$ cat config.mk
export PLATFORM = sky130hd
export DESIGN_NAME = ogg_page_deframer_core
export DESIGN_NICKNAME = d
export VERILOG_FILES = /design/src/design/opd_pkg.sv /design/src/design/opd_lacing_mem.sv /design/src/design/opd_parser.sv /design/src/design/ogg_page_deframer_core.sv
export SDC_FILE = /design/constraint.sdc
export NUM_CORES = 2
export LEC_CHECK = 0
export BUFFER_PORTS_ARGS = -buffer_cell sky130_fd_sc_hd__buf_2
export CAP_MARGIN = 20
export CORE_UTILIZATION = 33
export DETAILED_ROUTE_END_ITERATION = 8
export GPL_ROUTABILITY_DRIVEN = 0
export MAX_ROUTING_LAYER = met4
export PLACE_DENSITY = 0.51
export SKIP_CTS_REPAIR_TIMING = 1
export SYNTH_ARGS = -nofsm -noshare
export SYNTH_HDL_FRONTEND = slang
export SYNTH_SLANG_ARGS = --single-unit
export TNS_END_PERCENT = 10
$ cat constraint.sdc
create_clock -name clk -period 32.5 [get_ports clk]
set_input_delay 1.625 -clock clk [delete_from_list [all_inputs] [get_ports clk]]
set_output_delay 1.625 -clock clk [all_outputs]
set_load 0.005 [all_outputs]
$ cat src/design/opd_pkg.sv
// opd_pkg: shared types and constants for the ogg page deframer
// holds the transfer structs, result kind codes and the capture pattern
// no dependencies
package opd_pkg;

  localparam int OPD_MAX_SEGMENTS = 255;

  localparam logic [1:0] KIND_HEADER  = 2'd0;
  localparam logic [1:0] KIND_PAYLOAD = 2'd1;
  localparam logic [1:0] KIND_ERROR   = 2'd2;

  // capture pattern "OggS"
  localparam logic [7:0] CAPTURE_PATTERN [4] = '{8'h4F, 8'h67, 8'h67, 8'h53};

  typedef struct packed {
    logic [7:0] data_byte;
    logic       last_in_stream;
  } opd_in_t;

  typedef struct packed {
    logic [1:0]  result_kind;
    logic [7:0]  payload_byte;
    logic [7:0]  stream_version;
    logic [7:0]  page_flags;
    logic [63:0] granule_position;
    logic [31:0] serial_number;
    logic [31:0] sequence_number;
    logic [31:0] stored_checksum;
    logic [7:0]  segment_count;
    logic [15:0] payload_length;
    logic        segment_done;
    logic        page_done;
  } opd_out_t;

endpackage

$ cat src/design/opd_lacing_mem.sv
// opd_lacing_mem: lacing value store, one write and one registered read port
// a write to the entry being read in the same cycle is forwarded
// depends on nothing
module opd_lacing_mem #(
  parameter int DEPTH = 255,
  parameter int AW    = 8
) (
  input  logic          clk,
  input  logic          wr_en,
  input  logic [AW-1:0] wr_addr,
  input  logic [7:0]    wr_data,
  input  logic [AW-1:0] rd_addr,
  output logic [7:0]    rd_data
);

  logic [7:0] lace_mem_r [DEPTH];
  logic [7:0] rd_data_r;

  always_ff @(posedge clk) begin
    if (wr_en) begin
      lace_mem_r[wr_addr] <= wr_data;
    end
  end

  always_ff @(posedge clk) begin
    if (wr_en && (wr_addr == rd_addr)) begin
      rd_data_r <= wr_data;
    end else begin
      rd_data_r <= lace_mem_r[rd_addr];
    end
  end

  assign rd_data = rd_data_r;

endmodule

$ cat src/design/opd_parser.sv
// opd_parser: page header state machine and payload sequencer
// keeps nonzero lacing values compacted in opd_lacing_mem, next one read ahead
// depends on opd_pkg, opd_lacing_mem
module opd_parser #(
  parameter int MAX_SEGMENTS = opd_pkg::OPD_MAX_SEGMENTS
) (
  input  logic             clk,
  input  logic             rst_n,
  input  logic             in_take,
  input  opd_pkg::opd_in_t in_item,
  output logic             res_valid,
  output opd_pkg::opd_out_t res_item
);
  import opd_pkg::*;

  localparam int AW = (MAX_SEGMENTS > 1) ? $clog2(MAX_SEGMENTS) : 1;
  localparam int CW = $clog2(MAX_SEGMENTS + 1);

  localparam logic [3:0] PH_SIG     = 4'd0;
  localparam logic [3:0] PH_VERSION = 4'd1;
  localparam logic [3:0] PH_TYPE    = 4'd2;
  localparam logic [3:0] PH_GRANULE = 4'd3;
  localparam logic [3:0] PH_SERIAL  = 4'd4;
  localparam logic [3:0] PH_SEQ     = 4'd5;
  localparam logic [3:0] PH_CRC     = 4'd6;
  localparam logic [3:0] PH_SEGCNT  = 4'd7;
  localparam logic [3:0] PH_LACING  = 4'd8;
  localparam logic [3:0] PH_PAYLOAD = 4'd9;

  logic [3:0]    phase_r, phase_nxt;
  logic [3:0]    fcnt_r, fcnt_nxt;
  logic [63:0]   granule_r, granule_nxt;
  logic [31:0]   serial_r, serial_nxt;
  logic [31:0]   seq_r, seq_nxt;
  logic [31:0]   crc_r, crc_nxt;
  logic [7:0]    version_r, version_nxt;
  logic [7:0]    flags_r, flags_nxt;
  logic [7:0]    segcnt_r, segcnt_nxt;
  logic [7:0]    seg_idx_r, seg_idx_nxt;
  logic [15:0]   total_r, total_nxt;
  logic [CW-1:0] nz_cnt_r, nz_cnt_nxt;
  logic [CW-1:0] nxt_idx_r, nxt_idx_nxt;
  logic [7:0]    first_len_r, first_len_nxt;
  logic [7:0]    cur_left_r, cur_left_nxt;
  logic          lock_r, lock_nxt;

  logic          wr_en;
  logic [AW-1:0] wr_addr;
  logic [AW-1:0] rd_addr;
  logic [7:0]    rd_data;
  logic [7:0]    b;
  logic [7:0]    left;
  logic          hdr_done;
  logic          emit;
  logic [1:0]    kind;
  logic          seg_done;
  logic          pg_done;

  assign b       = in_item.data_byte;
  assign left    = cur_left_r - 8'd1;
  assign wr_addr = nz_cnt_r[AW-1:0];
  // read one segment ahead; clamp to entry zero once the index reaches MAX_SEGMENTS
  assign rd_addr = (nxt_idx_nxt < CW'(MAX_SEGMENTS)) ? nxt_idx_nxt[AW-1:0] : '0;

  opd_lacing_mem #(
    .DEPTH (MAX_SEGMENTS),
    .AW    (AW)
  ) u_lacing_mem (
    .clk     (clk),
    .wr_en   (wr_en),
    .wr_addr (wr_addr),
    .wr_data (b),
    .rd_addr (rd_addr),
    .rd_data (rd_data)
  );

  always_comb begin
    phase_nxt     = phase_r;
    fcnt_nxt      = fcnt_r;
    granule_nxt   = granule_r;
    serial_nxt    = serial_r;
    seq_nxt       = seq_r;
    crc_nxt       = crc_r;
    version_nxt   = version_r;
    flags_nxt     = flags_r;
    segcnt_nxt    = segcnt_r;
    seg_idx_nxt   = seg_idx_r;
    total_nxt     = total_r;
    nz_cnt_nxt    = nz_cnt_r;
    nxt_idx_nxt   = nxt_idx_r;
    first_len_nxt = first_len_r;
    cur_left_nxt  = cur_left_r;
    lock_nxt      = lock_r;
    wr_en         = 1'b0;
    hdr_done      = 1'b0;
    emit          = 1'b0;
    kind          = KIND_HEADER;
    seg_done      = 1'b0;
    pg_done       = 1'b0;

    if (in_take && !lock_r) begin
      unique case (phase_r) inside
        PH_SIG: begin
          if (b != CAPTURE_PATTERN[fcnt_r[1:0]]) begin
            lock_nxt = 1'b1;
            emit     = 1'b1;
            kind     = KIND_ERROR;
          end else begin
            fcnt_nxt = fcnt_r + 4'd1;
            if (fcnt_nxt >= 4'd4) begin
              fcnt_nxt  = 4'd0;
              phase_nxt = PH_VERSION;
            end
          end
        end
        PH_VERSION: begin
          version_nxt = b;
          phase_nxt   = PH_TYPE;
        end
        PH_TYPE: begin
          flags_nxt = b;
          fcnt_nxt  = 4'd0;
          phase_nxt = PH_GRANULE;
        end
        PH_GRANULE: begin
          granule_nxt = {b, granule_r[63:8]};
          fcnt_nxt    = fcnt_r + 4'd1;
          if (fcnt_nxt >= 4'd8) begin
            fcnt_nxt  = 4'd0;
            phase_nxt = PH_SERIAL;
          end
        end
        PH_SERIAL, PH_SEQ, PH_CRC: begin
          if (phase_r == PH_SERIAL) begin
            serial_nxt = {b, serial_r[31:8]};
          end else if (phase_r == PH_SEQ) begin
            seq_nxt = {b, seq_r[31:8]};
          end else begin
            crc_nxt = {b, crc_r[31:8]};
          end
          fcnt_nxt = fcnt_r + 4'd1;
          if (fcnt_nxt >= 4'd4) begin
            fcnt_nxt  = 4'd0;
            phase_nxt = phase_r + 4'd1;
          end
        end
        PH_SEGCNT: begin
          segcnt_nxt    = b;
          seg_idx_nxt   = 8'd0;
          total_nxt     = 16'd0;
          cur_left_nxt  = 8'd0;
          nz_cnt_nxt    = '0;
          first_len_nxt = 8'd0;
          if (b == 8'd0) begin
            hdr_done = 1'b1;
          end else begin
            phase_nxt = PH_LACING;
          end
        end
        PH_LACING: begin
          if (seg_idx_r < 8'(MAX_SEGMENTS)) begin
            total_nxt = total_r + {8'd0, b};
            // only nonzero lengths are kept, packed from entry zero
            if (b != 8'd0) begin
              wr_en      = 1'b1;
              nz_cnt_nxt = nz_cnt_r + CW'(1);
              if (nz_cnt_r == '0) begin
                first_len_nxt = b;
              end
            end
          end
          seg_idx_nxt = seg_idx_r + 8'd1;
          if (seg_idx_nxt >= segcnt_r) begin
            hdr_done = 1'b1;
          end
        end
        PH_PAYLOAD: begin
          emit = 1'b1;
          kind = KIND_PAYLOAD;
          if (left != 8'd0) begin
            cur_left_nxt = left;
          end else begin
            seg_done = 1'b1;
            if (nxt_idx_r < nz_cnt_r) begin
              cur_left_nxt = rd_data;
              nxt_idx_nxt  = nxt_idx_r + CW'(1);
            end else begin
              pg_done   = 1'b1;
              phase_nxt = PH_SIG;
              fcnt_nxt  = 4'd0;
            end
          end
        end
        default: begin
          phase_nxt = PH_SIG;
          fcnt_nxt  = 4'd0;
        end
      endcase

      if (hdr_done) begin
        emit = 1'b1;
        kind = KIND_HEADER;
        if (nz_cnt_nxt == '0) begin
          pg_done   = 1'b1;
          phase_nxt = PH_SIG;
          fcnt_nxt  = 4'd0;
        end else begin
          cur_left_nxt = first_len_nxt;
          nxt_idx_nxt  = CW'(1);
          phase_nxt    = PH_PAYLOAD;
        end
      end

      if (in_item.last_in_stream && !lock_nxt) begin
        phase_nxt = PH_SIG;
        fcnt_nxt  = 4'd0;
      end
    end
  end

  always_comb begin
    res_valid = emit;
    res_item  = '0;
    res_item.result_kind  = kind;
    res_item.segment_done = seg_done;
    res_item.page_done    = pg_done;
    if (kind != KIND_ERROR) begin
      res_item.payload_byte     = (kind == KIND_PAYLOAD) ? b : 8'd0;
      res_item.stream_version   = version_nxt;
      res_item.page_flags       = flags_nxt;
      res_item.granule_position = granule_nxt;
      res_item.serial_number    = serial_nxt;
      res_item.sequence_number  = seq_nxt;
      res_item.stored_checksum  = crc_nxt;
      res_item.segment_count    = segcnt_nxt;
      res_item.payload_length   = total_nxt;
    end
  end

  always_ff @(posedge clk) begin
    if (!rst_n) begin
      phase_r     <= PH_SIG;
      fcnt_r      <= 4'd0;
      granule_r   <= 64'd0;
      serial_r    <= 32'd0;
      seq_r       <= 32'd0;
      crc_r       <= 32'd0;
      version_r   <= 8'd0;
      flags_r     <= 8'd0;
      segcnt_r    <= 8'd0;
      seg_idx_r   <= 8'd0;
      total_r     <= 16'd0;
      nz_cnt_r    <= '0;
      nxt_idx_r   <= '0;
      first_len_r <= 8'd0;
      cur_left_r  <= 8'd0;
      lock_r      <= 1'b0;
    end else begin
      phase_r     <= phase_nxt;
      fcnt_r      <= fcnt_nxt;
      granule_r   <= granule_nxt;
      serial_r    <= serial_nxt;
      seq_r       <= seq_nxt;
      crc_r       <= crc_nxt;
      version_r   <= version_nxt;
      flags_r     <= flags_nxt;
      segcnt_r    <= segcnt_nxt;
      seg_idx_r   <= seg_idx_nxt;
      total_r     <= total_nxt;
      nz_cnt_r    <= nz_cnt_nxt;
      nxt_idx_r   <= nxt_idx_nxt;
      first_len_r <= first_len_nxt;
      cur_left_r  <= cur_left_nxt;
      lock_r      <= lock_nxt;
    end
  end

endmodule

$ cat src/design/ogg_page_deframer_core.sv
// Ogg page deframer takes one stream byte per cycle and returns at most one result per byte
// (header, payload byte or error). Each byte's result is formed combinationally, appearing
// in the output register on the next clock, so pages stream at one byte per cycle.
// Nonzero lacing values are packed into a MAX_SEGMENTS-entry memory and the next segment's
// length is read one step ahead, which keeps segment switches at full rate even for 1-byte
// segments. The input stalls only while a held result is stalled downstream.
// A capture-pattern mismatch gives one error result and locks the block until reset.
module ogg_page_deframer_core #(
  parameter int MAX_SEGMENTS = opd_pkg::OPD_MAX_SEGMENTS
) (
  input  logic              clk,
  input  logic              rst_n,
  input  logic              in_valid,
  output logic              in_stall,
  input  opd_pkg::opd_in_t  in_data,
  output logic              out_valid,
  input  logic              out_stall,
  output opd_pkg::opd_out_t out_data
);
  import opd_pkg::*;

  logic     in_take;
  logic     res_valid;
  opd_out_t res_item;
  logic     out_valid_r, out_valid_nxt;
  opd_out_t out_data_r;

  assign in_stall = out_valid_r && out_stall;
  assign in_take  = in_valid && !in_stall;

  opd_parser #(
    .MAX_SEGMENTS (MAX_SEGMENTS)
  ) u_parser (
    .clk       (clk),
    .rst_n     (rst_n),
    .in_take   (in_take),
    .in_item   (in_data),
    .res_valid (res_valid),
    .res_item  (res_item)
  );

  always_comb begin
    out_valid_nxt = out_valid_r;
    if (in_take && res_valid) begin
      out_valid_nxt = 1'b1;
    end else if (!out_stall) begin
      out_valid_nxt = 1'b0;
    end
  end

  always_ff @(posedge clk) begin
    if (!rst_n) begin
      out_valid_r <= 1'b0;
    end else begin
      out_valid_r <= out_valid_nxt;
    end
  end

  // result register loads only when a new result is produced
  always_ff @(posedge clk) begin
    if (in_take && res_valid) begin
      out_data_r <= res_item;
    end
  end

  assign out_valid = out_valid_r;
  assign out_data  = out_data_r;

endmodule

==> results.yml <==
setup_path:
  crit_family: "simple AND/OR/NAND/NOR gates"
  path_max_fanout: 28
  cp-end-kind: "flop"
  slowest_stage: "nor2_1"
  critPathRequiredTime_ns: 33.01
  worst_path_largest_cell_delay_ns: 0.95
  crit_arrival_ns: 6.36
  crit_chain: "buf_2 -> nand2_1 -> nand3_1 -> buf_4 -> nor2_1 -> nand2_1 -> nor2_1 -> buf_4 -> nand4_1 -> nor2_1"
  cp_common_cell: "nor2_1"
  crit_buf_inv: 3
  path_class: "in2reg"
  crit_path_start_kind: "input port"
clock_network:
  clk_pin_slew_ns: 0.06
  cts_tree: "done"
  cts_root_buf: "clkbuf_16"
  cts_inserted_buffers: 276
  numClockSinks: 2510
  htreeDepth: 5
  clkLatencyLatePin_ns: 0.89
  cts_buffer_depth: 4
placement:
  dpl.hpwl_um: 175000
  dp_cells: 9216
  port_buffers: 226
routing:
  drt-total-wl_um: 278400
  antenna_left: 0
  drt-vias-per-instance: 5.265
  drc: 0
  num_vias: 51160
  dr.pass1.iters: 6
  wl_per_cell_um: 28.65
  drt_iter0_drc: 5248
logic_synthesis:
  yosys_warnings: 0
  syn_area_per_cell_um2: 18.81
  synth_ff_type: "edfxtp_1"
  synth.net_count: 5279
  synth_cell_type_count: 96
  async_reset_ff_share_pct: 0
  yosysSeqAreaShare_pct: 74.03
  syn_inst: 5227
  synth_edf_count: 2252
  synth_area_mm2: 0.09833
  ys_seq_elements: 2510
final_layout:
  nFillCells: 26950
  multi_input_area_mm2: 0.02361
  area_growth_syn_to_layout_pct: 14.58
  final_cell_mix: "edfxtp_1, nor2_1, mux4_2, clkbuf_16, dfxtp_1"
  drive_above_1_share_pct: 23.26
  seqCellArea_mm2: 0.07281
  instances_no_fill: 9717
  layout_commonest_cell: "edfxtp_1"
  nNetsFinal: 5609
timing:
  rsz0062_at_grt: "no"
  setup_violations: 0
  min_period_over_period_pct: 18.00
  hold_ws_ns: 0.4816
  finClkSkew_ns: 0.04982
  finalHoldViolCount: 0
  worst_slew_pin_slew_ns: 1.137
  relSlewSlack_pct: 24.18
  drv_slew: 0
  max_freq_mhz: 170.9
  setup-tns-final_ns: 0
  fin_crit_ns: 5.851
grt:
  overflow: 0
  grt_max_degree: 140
  grt_antenna_before_repair: 19
  grt_util_all_layers_pct: 18.83
  grt_pass1_wl_um: 394900
  grt_pass1_vias: 50820
pwr:
  pwr_density_cell_mw_per_mm2: 60.10
  power_mw: 6.771
  power.leakage_nw: 36.43
  peakVddDrop_v: 0.00004157
floorplan:
  core_mm2: 0.2965
  die_h_um: 547.9
  ios: 227
  initial_core_util_pct: 33.16
  dieArea_mm2: 0.3001
  dieWidth_um: 547.9
  rows: 200
run:
  maxCapViolations: 0
hold_path:
  hp-class: "reg2reg"
run_status:
  status: "completed"
==> cell usage after synthesis (7+ instances only) <==
library cell,count,area (µm²)
o21ai_1,7,35.03
a211oi_1,29,217.7
ha_1,38,475.5
mux2_2,8,90.09
buf_1,25,93.84
nor2b_1,27,168.9
clkbuf_1,150,563.0
edfxtp_1,2252,67620
a2111oi_0,7,61.31
o211ai_1,9,67.56
nand3_1,64,320.3
nor4_1,15,93.84
buf_4,37,277.8
mux4_2,550,12390
buf_6,41,461.7
o21ai_0,50,250.2
o31ai_1,9,67.56
nor2_1,759,2849
mux4_1,26,683.2
or4_1,7,52.55
a22oi_1,31,232.7
a21oi_1,65,325.3
and2_1,15,93.84
nor3_1,37,185.2
xnor2_1,17,148.9
o22ai_1,16,100.1
xor2_1,8,70.07
mux2i_1,243,2432
or3_1,9,56.30
buf_2,35,175.2
a31oi_1,25,156.4
nand2_1,125,469.2
nand2b_1,16,100.1
nand4_1,13,81.33
inv_1,45,168.9
and3_1,26,162.7
dfxtp_1,258,5165
==> sequential cells by signal, summed over array words and instances (netlist names), 16 cells and up, named ones only <==
register / cells
u_parser.u_lacing_mem.lace_mem_r: 2040
u_parser.seq_r: 32
u_parser.total_r: 16
u_parser.serial_r: 32
out_data: 212
u_parser.crc_r: 32
u_parser.granule_r: 64
==> routing by layer <==
metal / track usage, % / vias up / part of all wire (%)
met2: 28.20 / 2006 / 46
met5: - / - / 0
met3: 3.255 / 346 / 7.2
met4: 3.872 / 0 / 2.0
li1: - / 21560 / -
met1: 26.92 / 27240 / 45
==> stage by stage <==
step	utilization (%)	setup slack (ns)	area, µm²
after detailed placement	35.03	25.50	103900
final	37.99	26.65	112700
after floorplan	-	18.30	98330
after global placement	35.00	25.56	103800
after global routing	37.99	26.30	112700
after CTS	37.98	26.41	112600
==> kinds of logic after synthesis <==
kind of cell	count (synthesis)	synth area share, %
adders and majority gates	39	0.5039
muxes	827	15.86
xor gates and xnor gates	25	0.2227
DFF	2510	74.03
and+or+nand+nor	1148	5.007
buffers and inverters	351	2.030
AOI/OAI and AO/OA	327	2.350
==> cell type report <==
cell class,count,share of cell area [%]
tap,3939,4.375
inverter,48,0.1766
sequential,2510,64.63
clock buffer,338,6.439
multi-input combinational,2366,20.96
clock inverter,156,1.339
timing repair buffer,355,2.069
antenna,5,0.01111
==> path summary, 6_finish.rpt <==
check | cells after the start | end | slack (ns) | startpoint
hold reg to reg | 2 | u_parser.version_r[1] | 0.48 | u_parser.version_r[1]
hold / removal | 2 | u_parser.version_r[1] | 0.48 | u_parser.version_r[1]
setup reg to reg | 12 | u_parser.cur_left_r[7] | 26.66 | flop
setup / recovery | 10 | u_parser.u_lacing_mem.lace_mem_r[49][5] | 26.65 | out_stall
==> report_power, final <==
group          internal (mW)  switching (mW)  total, mW  leakage [nW]
Sequential              3.54          0.0118       3.55          22.5
Combinational         0.0276           0.115      0.143          9.67
Clock                   1.79            1.29       3.07          4.26
==> worst register-to-register path: cells and delay by family (launching register included) <==
kind,cells,cell delay [ns]
flip-flops,1,0.72
multiplexers,2,1.23
buffers and inverters,3,1.94
AO/OA/AOI/OAI,4,1.19
AND/OR/NAND/NOR,3,0.62
Note: power is estimated with default switching activity, not from simulation.
